**src/hw/rtl/greedy_radius_point_thinning_assert.svh**
```systemverilog
// Assertion macros for the point thinning block
`ifndef GREEDY_RADIUS_POINT_THINNING_ASSERT_SVH
`define GREEDY_RADIUS_POINT_THINNING_ASSERT_SVH

`ifndef SYNTHESIS
`define GRPT_ASSERT_IMPLIES(label, clk, rst, ante, cons, msg) \
   label: assert property (@(posedge clk) disable iff (rst) (ante) |-> (cons)) \
      else $error(msg);
`define GRPT_ASSERT_NEXT(label, clk, rst, ante, cons, msg) \
   label: assert property (@(posedge clk) disable iff (rst) (ante) |=> (cons)) \
      else $error(msg);
`else
`define GRPT_ASSERT_IMPLIES(label, clk, rst, ante, cons, msg)
`define GRPT_ASSERT_NEXT(label, clk, rst, ante, cons, msg)
`endif

`endif

```
**src/hw/rtl/grpt_pkg.sv**
```systemverilog
// Shared constants, types and state codes of the point thinning block
`default_nettype none
package grpt_pkg;

   localparam int MAX_KEPT    = 64;
   localparam int COORD_BITS  = 16;
   localparam int RADIUS_BITS = 16;

   localparam int ADDR_BITS = (MAX_KEPT > 1) ? $clog2(MAX_KEPT) : 1;
   localparam int CNT_BITS  = $clog2(MAX_KEPT + 1);
   localparam int DIFF_BITS = COORD_BITS + 1;
   localparam int SQ_BITS   = 2 * COORD_BITS;
   localparam int SUM_BITS  = SQ_BITS + 1;
   localparam int R2_BITS   = 2 * RADIUS_BITS;

   localparam logic [RADIUS_BITS-1:0] RADIUS_RESET = RADIUS_BITS'(128);

   typedef struct packed {
      logic signed [COORD_BITS-1:0] x_coord;
      logic signed [COORD_BITS-1:0] y_coord;
      logic                         last_point;
   } grpt_req_type;

   typedef struct packed {
      logic keep;
      logic store_overflow;
      logic set_done;
   } grpt_rsp_type;

   typedef struct packed {
      logic signed [COORD_BITS-1:0] x;
      logic signed [COORD_BITS-1:0] y;
   } grpt_point_type;

   typedef struct packed {
      logic busy;
      logic near_hit;
   } grpt_dist_status_type;

   typedef enum logic [3:0] {
      ST_IDLE   = 4'b0001,
      ST_SCAN   = 4'b0010,
      ST_DRAIN  = 4'b0100,
      ST_DECIDE = 4'b1000
   } grpt_state_type;

endpackage
`default_nettype wire

```
**src/hw/rtl/grpt_kept_mem.sv**
```systemverilog
// Store of kept points: one write port, one registered read port
`default_nettype none
module grpt_kept_mem (
   input  wire logic                               clock,
   input  wire logic                               wr_en,
   input  wire logic [grpt_pkg::ADDR_BITS-1:0]     wr_addr,
   input  wire grpt_pkg::grpt_point_type           wr_data,
   input  wire logic [grpt_pkg::ADDR_BITS-1:0]     rd_addr,
   output      grpt_pkg::grpt_point_type           rd_data
);

   grpt_pkg::grpt_point_type mem_ff [grpt_pkg::MAX_KEPT];
   grpt_pkg::grpt_point_type rd_data_ff;

   always_ff @(posedge clock) begin
      if (wr_en) begin
         mem_ff[wr_addr] <= wr_data;
      end
      rd_data_ff <= mem_ff[rd_addr];
   end

   assign rd_data = rd_data_ff;

endmodule
`default_nettype wire

```
**src/hw/rtl/grpt_dist_unit.sv**
```systemverilog
// Pipelined squared-distance check of the current point against one stored point a cycle
`default_nettype none
module grpt_dist_unit (
   input  wire logic                              clock,
   input  wire logic                              reset,
   input  wire logic                              issue_valid,
   input  wire grpt_pkg::grpt_point_type          cur_point,
   input  wire grpt_pkg::grpt_point_type          kept_point,
   input  wire logic [grpt_pkg::R2_BITS-1:0]      radius_sq,
   output      grpt_pkg::grpt_dist_status_type    status
);

   logic                                 rd_v_ff, v1_ff, v2_ff, v3_ff;
   logic [grpt_pkg::COORD_BITS-1:0]      abs_x_ff, abs_y_ff, abs_x_in, abs_y_in;
   logic [grpt_pkg::SQ_BITS-1:0]         sq_x_ff, sq_y_ff, sq_x_in, sq_y_in;
   logic                                 near_ff, near_in;
   logic [grpt_pkg::DIFF_BITS-1:0]       diff_x, diff_y, mag_x, mag_y;
   logic [grpt_pkg::SUM_BITS-1:0]        sum;

   always_comb begin
      diff_x = {cur_point.x[grpt_pkg::COORD_BITS-1], cur_point.x}
             - {kept_point.x[grpt_pkg::COORD_BITS-1], kept_point.x};
      diff_y = {cur_point.y[grpt_pkg::COORD_BITS-1], cur_point.y}
             - {kept_point.y[grpt_pkg::COORD_BITS-1], kept_point.y};
      // magnitude of a sign-extended difference always fits the coordinate width
      mag_x = diff_x[grpt_pkg::DIFF_BITS-1] ? (~diff_x + grpt_pkg::DIFF_BITS'(1)) : diff_x;
      mag_y = diff_y[grpt_pkg::DIFF_BITS-1] ? (~diff_y + grpt_pkg::DIFF_BITS'(1)) : diff_y;
      abs_x_in = mag_x[grpt_pkg::COORD_BITS-1:0];
      abs_y_in = mag_y[grpt_pkg::COORD_BITS-1:0];

      sq_x_in = grpt_pkg::SQ_BITS'(abs_x_ff) * grpt_pkg::SQ_BITS'(abs_x_ff);
      sq_y_in = grpt_pkg::SQ_BITS'(abs_y_ff) * grpt_pkg::SQ_BITS'(abs_y_ff);

      sum     = grpt_pkg::SUM_BITS'(sq_x_ff) + grpt_pkg::SUM_BITS'(sq_y_ff);
      near_in = !(sum > grpt_pkg::SUM_BITS'(radius_sq));
   end

   always_ff @(posedge clock) begin
      if (reset) begin
         rd_v_ff <= 1'b0;
         v1_ff   <= 1'b0;
         v2_ff   <= 1'b0;
         v3_ff   <= 1'b0;
      end else begin
         rd_v_ff <= issue_valid;
         v1_ff   <= rd_v_ff;
         v2_ff   <= v1_ff;
         v3_ff   <= v2_ff;
      end
      abs_x_ff <= abs_x_in;
      abs_y_ff <= abs_y_in;
      sq_x_ff  <= sq_x_in;
      sq_y_ff  <= sq_y_in;
      near_ff  <= near_in;
   end

   assign status.busy     = rd_v_ff | v1_ff | v2_ff | v3_ff;
   assign status.near_hit = v3_ff & near_ff;

endmodule
`default_nettype wire

```
**src/hw/rtl/greedy_radius_point_thinning.sv**
```systemverilog
// Greedy radius thinning: each point is checked against the kept store, one entry a cycle.
// An accepted point passes through the scan, drain and decide states before its result is registered.
// A new request is accepted only in the idle state, once the previous result has been loaded.
// Reset (synchronous): store empties, radius returns to 128, result register is emptied.
// No clearing pass: entries at or above the kept count are never read.
`default_nettype none
`include "greedy_radius_point_thinning_assert.svh"
module greedy_radius_point_thinning (
   input  wire logic                                clock,
   input  wire logic                                reset,
   input  wire logic                                req_valid,
   output      logic                                req_stall,
   input  wire grpt_pkg::grpt_req_type              req_data,
   output      logic                                rsp_valid,
   input  wire logic                                rsp_stall,
   output      grpt_pkg::grpt_rsp_type              rsp_data,
   input  wire logic                                csr_wr_en,
   input  wire logic [grpt_pkg::RADIUS_BITS-1:0]    csr_wr_data
);

   grpt_pkg::grpt_state_type               state_ff, state_in;
   logic [grpt_pkg::RADIUS_BITS-1:0]       radius_ff;
   logic [grpt_pkg::R2_BITS-1:0]           r2_ff;
   logic [grpt_pkg::CNT_BITS-1:0]          count_ff, count_in;
   logic [grpt_pkg::CNT_BITS-1:0]          issue_ff, issue_in;
   logic                                   hit_ff, hit_in;
   grpt_pkg::grpt_req_type                 req_ff, req_in;
   logic                                   rsp_valid_ff, rsp_valid_in;
   grpt_pkg::grpt_rsp_type                 rsp_data_ff, rsp_data_in;

   logic                                   req_accept;
   logic                                   issue_valid;
   logic                                   load_rsp;
   logic                                   store_full;
   logic                                   wr_en;
   grpt_pkg::grpt_point_type               cur_point;
   grpt_pkg::grpt_point_type               kept_point;
   grpt_pkg::grpt_dist_status_type         dist_status;

   assign req_stall  = (state_ff != grpt_pkg::ST_IDLE);
   assign req_accept = req_valid && !req_stall;
   assign store_full = (count_ff == grpt_pkg::CNT_BITS'(grpt_pkg::MAX_KEPT));
   assign cur_point.x = req_ff.x_coord;
   assign cur_point.y = req_ff.y_coord;

   always_comb begin
      state_in     = state_ff;
      count_in     = count_ff;
      issue_in     = issue_ff;
      hit_in       = hit_ff | dist_status.near_hit;
      req_in       = req_ff;
      issue_valid  = 1'b0;
      load_rsp     = 1'b0;
      wr_en        = 1'b0;
      rsp_data_in  = rsp_data_ff;
      rsp_valid_in = rsp_valid_ff && rsp_stall;

      case (state_ff)
         grpt_pkg::ST_IDLE: begin
            if (req_accept) begin
               req_in   = req_data;
               issue_in = '0;
               hit_in   = 1'b0;
               state_in = grpt_pkg::ST_SCAN;
            end
         end
         grpt_pkg::ST_SCAN: begin
            if (issue_ff < count_ff) begin
               issue_valid = 1'b1;
               issue_in    = issue_ff + grpt_pkg::CNT_BITS'(1);
            end else begin
               state_in = grpt_pkg::ST_DRAIN;
            end
         end
         grpt_pkg::ST_DRAIN: begin
            if (!dist_status.busy) begin
               state_in = grpt_pkg::ST_DECIDE;
            end
         end
         grpt_pkg::ST_DECIDE: begin
            // hold until the result register is free
            if (!rsp_valid_ff || !rsp_stall) begin
               load_rsp                   = 1'b1;
               rsp_valid_in               = 1'b1;
               rsp_data_in.keep           = !hit_ff;
               rsp_data_in.store_overflow = !hit_ff && store_full;
               rsp_data_in.set_done       = req_ff.last_point;
               if (!hit_ff && !store_full) begin
                  wr_en    = 1'b1;
                  count_in = count_ff + grpt_pkg::CNT_BITS'(1);
               end
               if (req_ff.last_point) begin
                  count_in = '0;
               end
               state_in = grpt_pkg::ST_IDLE;
            end
         end
         default: begin
            state_in = grpt_pkg::ST_IDLE;
         end
      endcase
   end

   always_ff @(posedge clock) begin
      if (reset) begin
         state_ff     <= grpt_pkg::ST_IDLE;
         radius_ff    <= grpt_pkg::RADIUS_RESET;
         r2_ff        <= grpt_pkg::R2_BITS'(grpt_pkg::RADIUS_RESET)
                       * grpt_pkg::R2_BITS'(grpt_pkg::RADIUS_RESET);
         count_ff     <= '0;
         issue_ff     <= '0;
         hit_ff       <= 1'b0;
         rsp_valid_ff <= 1'b0;
      end else begin
         state_ff     <= state_in;
         if (csr_wr_en) begin
            radius_ff <= csr_wr_data;
         end
         r2_ff        <= grpt_pkg::R2_BITS'(radius_ff) * grpt_pkg::R2_BITS'(radius_ff);
         count_ff     <= count_in;
         issue_ff     <= issue_in;
         hit_ff       <= hit_in;
         rsp_valid_ff <= rsp_valid_in;
      end
      req_ff      <= req_in;
      rsp_data_ff <= rsp_data_in;
   end

   assign rsp_valid = rsp_valid_ff;
   assign rsp_data  = rsp_data_ff;

   grpt_kept_mem u_kept_mem (
      .clock   (clock),
      .wr_en   (wr_en),
      .wr_addr (count_ff[grpt_pkg::ADDR_BITS-1:0]),
      .wr_data (cur_point),
      .rd_addr (issue_ff[grpt_pkg::ADDR_BITS-1:0]),
      .rd_data (kept_point)
   );

   grpt_dist_unit u_dist_unit (
      .clock       (clock),
      .reset       (reset),
      .issue_valid (issue_valid),
      .cur_point   (cur_point),
      .kept_point  (kept_point),
      .radius_sq   (r2_ff),
      .status      (dist_status)
   );

   `GRPT_ASSERT_NEXT(a_accept_starts_scan, clock, reset, req_accept, state_ff == grpt_pkg::ST_SCAN, "request accepted but scan not started")
   `GRPT_ASSERT_NEXT(a_last_clears_store, clock, reset, load_rsp && req_ff.last_point, count_ff == '0, "store not cleared after last point")
   `GRPT_ASSERT_IMPLIES(a_overflow_when_full, clock, reset, load_rsp && rsp_data_in.store_overflow, store_full && !hit_ff, "overflow flagged with room in store")

endmodule
`default_nettype wire

```
**config.mk**
```make
export PLATFORM = sky130hd
export DESIGN_NAME = greedy_radius_point_thinning
export DESIGN_NICKNAME = d
export VERILOG_FILES = /design/src/hw/rtl/grpt_pkg.sv /design/src/hw/rtl/grpt_kept_mem.sv /design/src/hw/rtl/grpt_dist_unit.sv /design/src/hw/rtl/greedy_radius_point_thinning.sv
export VERILOG_INCLUDE_DIRS = /design/src /design/src/hw/rtl
export SDC_FILE = /design/constraint.sdc
export NUM_CORES = 2
export LEC_CHECK = 0
export BUFFER_PORTS_ARGS = -buffer_cell sky130_fd_sc_hd__buf_2
export CELL_PAD_IN_SITES_DETAIL_PLACEMENT = 1
export CELL_PAD_IN_SITES_GLOBAL_PLACEMENT = 2
export CORE_UTILIZATION = 51
export CTS_BUF_LIST = sky130_fd_sc_hd__clkbuf_8
export CTS_CLUSTER_SIZE = 40
export DETAILED_ROUTE_END_ITERATION = 16
export MAX_ROUTING_LAYER = met4
export PLACE_DENSITY_LB_ADDON = 0.1
export RECOVER_POWER = 50
export SLEW_MARGIN = 20
export SYNTH_ARGS = -nofsm -noshare
export SYNTH_HDL_FRONTEND = slang
export SYNTH_SLANG_ARGS = --single-unit
```
**constraint.sdc**
```tcl
create_clock -name clock -period 7.9 [get_ports clock]
set_input_delay 0.79 -clock clock [delete_from_list [all_inputs] [get_ports clock]]
set_output_delay 0.79 -clock clock [all_outputs]
set_load 0.02 [all_outputs]
```
==> implementation parameters <==
Parameter                              Value

Outcome
  Outcome ... finished, violations left
  Violations in the final reports ... capacitance limit, slew limit

Synthesis
  Post-synthesis instance area ... between 100,000 and 150,000 µm²
  Sequential element share of the synthesized area ... approximately three fifths
  Most common flop cell mapped by yosys ... sky130_fd_sc_hd__edfxtp_1
  Post-Syn Instances ... approximately 6,500
  Mapped Avg Cell Area ... ~17 µm²
  Main area contributors after synthesis ... sky130_fd_sc_hd__edfxtp_1 (57%), sky130_fd_sc_hd__mux4_2 (14%), sky130_fd_sc_hd__fa_1 (8.9%), sky130_fd_sc_hd__ha_1 (4.6%), sky130_fd_sc_hd__dfxtp_1 (3.6%)
  Number of enable-type register cells in the synthesized netlist ... 2,084
  Synthesized netlist net count ... roughly 7,500
  Yosys top cell area share ... between 50% and 60%
  FFs w/ async S/R, synth ... 0%
  Register bit count reported by yosys ... between 2,000 and 2,500
  Leading area contributor after synthesis ... sky130_fd_sc_hd__edfxtp_1
  Count of cell types in the netlist ... 80
  Most numerous cell types in the synthesized netlist ... sky130_fd_sc_hd__edfxtp_1 (2,084), sky130_fd_sc_hd__inv_1 (865), sky130_fd_sc_hd__mux4_2 (672)
  Number of warning messages in the yosys log ... 0
  Top-count cell post-synth ... sky130_fd_sc_hd__edfxtp_1

Placed design
  Final GP Congestion ... 0.854
  I/O Buffers ... 58
  Dpl hpwl ... about 190,000 µm
  Post-placement cell count ... just over 9,000

Critical path
  End of the worst register-to-register path ... u_dist_unit.sq_y_ff[31]$_DFF_P_
  Endpoint required time on the critical path ... a little under 9 ns
  CP arrival ... 7.93 ns
  Maximum fanout along the worst path ... 13
  FF-to-FF path depth ... 23
  Reg2reg setup slack ... 0.82 ns
  Endpoint class of the critical path ... flip-flop
  Kind of launch point of the worst setup path ... flip-flop
  Type of the worst setup path ... reg2reg
  Launching point of the worst reg2reg path ... u_dist_unit.abs_y_ff[0]$_DFF_P_

Global route
  Pin count of the biggest net entering global routing ... 110
  Antenna violations before repair ... 20
  Global-route congestion overflow total ... 0
  First-pass GRT wire length ... about 440,000 µm
  Vias in the first global route ... between 60,000 and 70,000
  Global routing met1 resource utilization ... 38.0%
  Met3 routing resource usage after global routing ... 4.01%
  All-layer global routing usage ... approximately 29%
  Global routing's busiest layer ... met2
  Global-route track usage on met2 ... a little under half

Timing
  Final setup skew ... about 0.11 ns
  Achievable clock frequency ... ~140 MHz
  Number of hold violations in the final report ... 0
  Share of the clock period used by the worst path after layout ... between 80% and 90%
  Slew at the pin closest to its max-slew limit ... 3.45 ns
  Headroom to the max-slew limit ... -130%
  Post-layout minimum cycle time ... 7.08 ns
  Final Setup Violations ... 0
  Unrepaired setup endpoints after global routing ... false
  Total Negative Setup Slacks ... 0 ns
  Max-slew violation total from the final report ... around 2,100

CTS
  Number of buffers inserted by hold repair at cts ... 50
  H-Tree Level Count ... 5
  Clock network latency to the later pin of the worst-skew pair ... between 1 and 1.5 ns
  Clock slew at the register clock pins of the worst setup and hold paths ... about 0.06 ns
  Number of buffers inserted to repair setup after CTS ... 0
  Maximum buffer depth of the clock tree ... 4
  Post_cts resized ... 0
  Number of clock sinks ... 2,282
  TritonCTS clock tree ... done
  CTS buffer count ... between 300 and 400
  Clock root buffer ... sky130_fd_sc_hd__clkbuf_8

Cells and area
  Net total in the final layout ... 7,879
  Final Core Density ... a little under three fifths
  Final Instance Count excl. Fillers ... 10,050
  Area growth syn-to-layout ... 11.3%
  Share of layout cells above drive strength 1 ... roughly 20%

Min path
  HP Start ... rsp_stall
  Min-delay worst type ... in2reg
  Worst Hold Path Cells ... 3
  Endpoint with the worst hold slack ... rsp_valid$_SDFF_PP0_

Floorplan
  Die Wd ... between 400 and 500 µm
  Die extent in y ... approximately 470 µm
  Placeable Area ... approximately 210,000 µm²
  Die area ... 217,000 µm²
  Initial core utilization ... about half
  Row cnt ... between 150 and 200
  Number of top-level pins ... 59

Flow run
  Number of max-cap violations ... 37

Route
  Total iterations of the first detailed-routing run ... 5
  Number of routed nets with antenna violations ... 0
  Vias per std cell ... roughly 6.0
  Remaining DRCs ... 0
  Overall via count from detail_route ... 60,106
  Post-Route WL ... around 300,000 µm
  DRC marker count from the first detailed-route iteration ... between 5,000 and 6,000
  WL per Instance ... ~30 µm
-- metal layers --
layer	vias to the layer above	share of wire, %
li1	25131	-
met1	31950	40
met2	2450	50
met3	575	7.0
met4	0	3.4
met5	-	0
-- kinds of logic after synthesis --
| logic type | count (synthesis) | share of synthesized area [%] |
|---|---|---|
| flops | 2282 | 60.6 |
| buf+inv | 1111 | 3.82 |
| simple gates | 933 | 3.99 |
| fa+ha+maj | 893 | 13.5 |
| mux | 696 | 14.0 |
| compound gates | 454 | 2.80 |
| xor+xnor | 160 | 1.28 |
-- placed cells by master, fill, tap and decap left out, types with 18 or more instances in the layout --
cell type,Yosys,routed
sky130_fd_sc_hd__a211oi_1,18,18
sky130_fd_sc_hd__a21o_1,67,67
sky130_fd_sc_hd__a21oi_1,116,116
sky130_fd_sc_hd__a31oi_1,20,20
sky130_fd_sc_hd__and2_1,120,120
sky130_fd_sc_hd__and3_1,26,26
sky130_fd_sc_hd__buf_2,21,47
sky130_fd_sc_hd__buf_4,0,98
sky130_fd_sc_hd__bufinv_16,0,25
sky130_fd_sc_hd__clkbuf_1,180,55
sky130_fd_sc_hd__clkbuf_8,0,405
sky130_fd_sc_hd__clkinv_1,2,66
sky130_fd_sc_hd__clkinv_2,0,43
sky130_fd_sc_hd__dfxtp_1,198,192
sky130_fd_sc_hd__dlygate4sd3_1,0,50
sky130_fd_sc_hd__edfxtp_1,2084,2084
sky130_fd_sc_hd__fa_1,490,490
sky130_fd_sc_hd__ha_1,403,403
sky130_fd_sc_hd__inv_1,865,985
sky130_fd_sc_hd__mux2i_1,19,19
sky130_fd_sc_hd__mux4_2,672,672
sky130_fd_sc_hd__nand2_1,295,295
sky130_fd_sc_hd__nand2b_1,29,29
sky130_fd_sc_hd__nand3_1,44,44
sky130_fd_sc_hd__nand4_1,19,19
sky130_fd_sc_hd__nor2_1,260,201
sky130_fd_sc_hd__nor2_4,0,59
sky130_fd_sc_hd__nor2b_1,29,29
sky130_fd_sc_hd__nor3_1,54,54
sky130_fd_sc_hd__o211ai_1,20,20
sky130_fd_sc_hd__o21a_1,21,21
sky130_fd_sc_hd__o21ai_0,65,64
sky130_fd_sc_hd__xnor2_1,119,119
sky130_fd_sc_hd__xor2_1,41,41
-- how the worst max path moves through the flow --
stage,cells after the start,to,startpoint,slack (ns)
floorplan,24,r2_ff[31]$_SDFF_PP0_,radius_ff[5]$_SDFFE_PP0P_,1.89
global placement,22,u_dist_unit.sq_x_ff[29]$_DFF_P_,u_dist_unit.abs_x_ff[12]$_DFF_P_,1.15
detailed placement,22,u_dist_unit.sq_x_ff[29]$_DFF_P_,u_dist_unit.abs_x_ff[12]$_DFF_P_,1.14
CTS,22,u_dist_unit.sq_x_ff[29]$_DFF_P_,u_dist_unit.abs_x_ff[12]$_DFF_P_,1.12
global route,23,u_dist_unit.sq_y_ff[31]$_DFF_P_,u_dist_unit.abs_y_ff[0]$_DFF_P_,0.41
finish,23,u_dist_unit.sq_y_ff[31]$_DFF_P_,u_dist_unit.abs_y_ff[0]$_DFF_P_,0.82
-- layout make-up --
class                           instances  area (µm²)
Inverter                              867        3250
Clock inverter                        264        1770
Antenna cell                           10        25.0
Timing Repair Buffer                  265        1980
Multi-Input combinational cell       3136       39500
Sequential cell                      2282       66600
Fill cell                           19319       90700
Tap cell                             2821        3530
Clock buffer                          405        5570
-- worst max-delay path, cell delays in order (launching register included) --
cell and delay [ns]:
sky130_fd_sc_hd__dfxtp_1 0.31, sky130_fd_sc_hd__clkbuf_1 0.64, sky130_fd_sc_hd__inv_1 0.37, sky130_fd_sc_hd__nor2_1 0.33, sky130_fd_sc_hd__inv_1 0.12, sky130_fd_sc_hd__fa_1 0.40
sky130_fd_sc_hd__fa_1 0.38, sky130_fd_sc_hd__inv_1 0.13, sky130_fd_sc_hd__fa_1 0.46, sky130_fd_sc_hd__fa_1 0.51, sky130_fd_sc_hd__fa_1 0.49, sky130_fd_sc_hd__inv_1 0.05
sky130_fd_sc_hd__fa_1 0.48, sky130_fd_sc_hd__inv_1 0.04, sky130_fd_sc_hd__ha_1 0.32, sky130_fd_sc_hd__a21oi_1 0.11, sky130_fd_sc_hd__nand2_1 0.07, sky130_fd_sc_hd__a21oi_1 0.08
sky130_fd_sc_hd__nand4b_1 0.22, sky130_fd_sc_hd__a31o_1 0.27, sky130_fd_sc_hd__a211oi_1 0.40, sky130_fd_sc_hd__o2111ai_1 0.34, sky130_fd_sc_hd__o21ai_0 0.28, sky130_fd_sc_hd__xnor2_1 0.10
-- registers in the layout, indices dropped and copies added (netlist names) --
signal and count:
u_dist_unit.sq_y_ff 31, count_ff 7, u_dist_unit.v2_ff 1, radius_ff 16
req_ff 1, rsp_data 3, issue_ff 7, u_dist_unit.v3_ff 1
r2_ff 31, u_kept_mem.mem_ff 2048, u_kept_mem.rd_data 32, state_ff 4
rsp_valid 1, cur_point 32, u_dist_unit.near_ff 1, u_dist_unit.sq_x_ff 31
u_dist_unit.abs_x_ff 16, u_dist_unit.v1_ff 1, u_dist_unit.abs_y_ff 16, hit_ff 1
u_dist_unit.rd_v_ff 1
-- metrics by stage --
step,instance area [µm²],hold slack (ns),worst slack (ns)
final,122000,0.122,0.819
after global routing,122000,0.0870,0.408
after CTS,122000,0.0555,1.12
after detailed placement,115000,0.468,1.14
after global placement,114000,0.449,1.15
after floorplan,110000,0.354,1.89
Power is not shown: default switching activity piles up to over one toggle a cycle in this logic, so the estimate is an artifact.
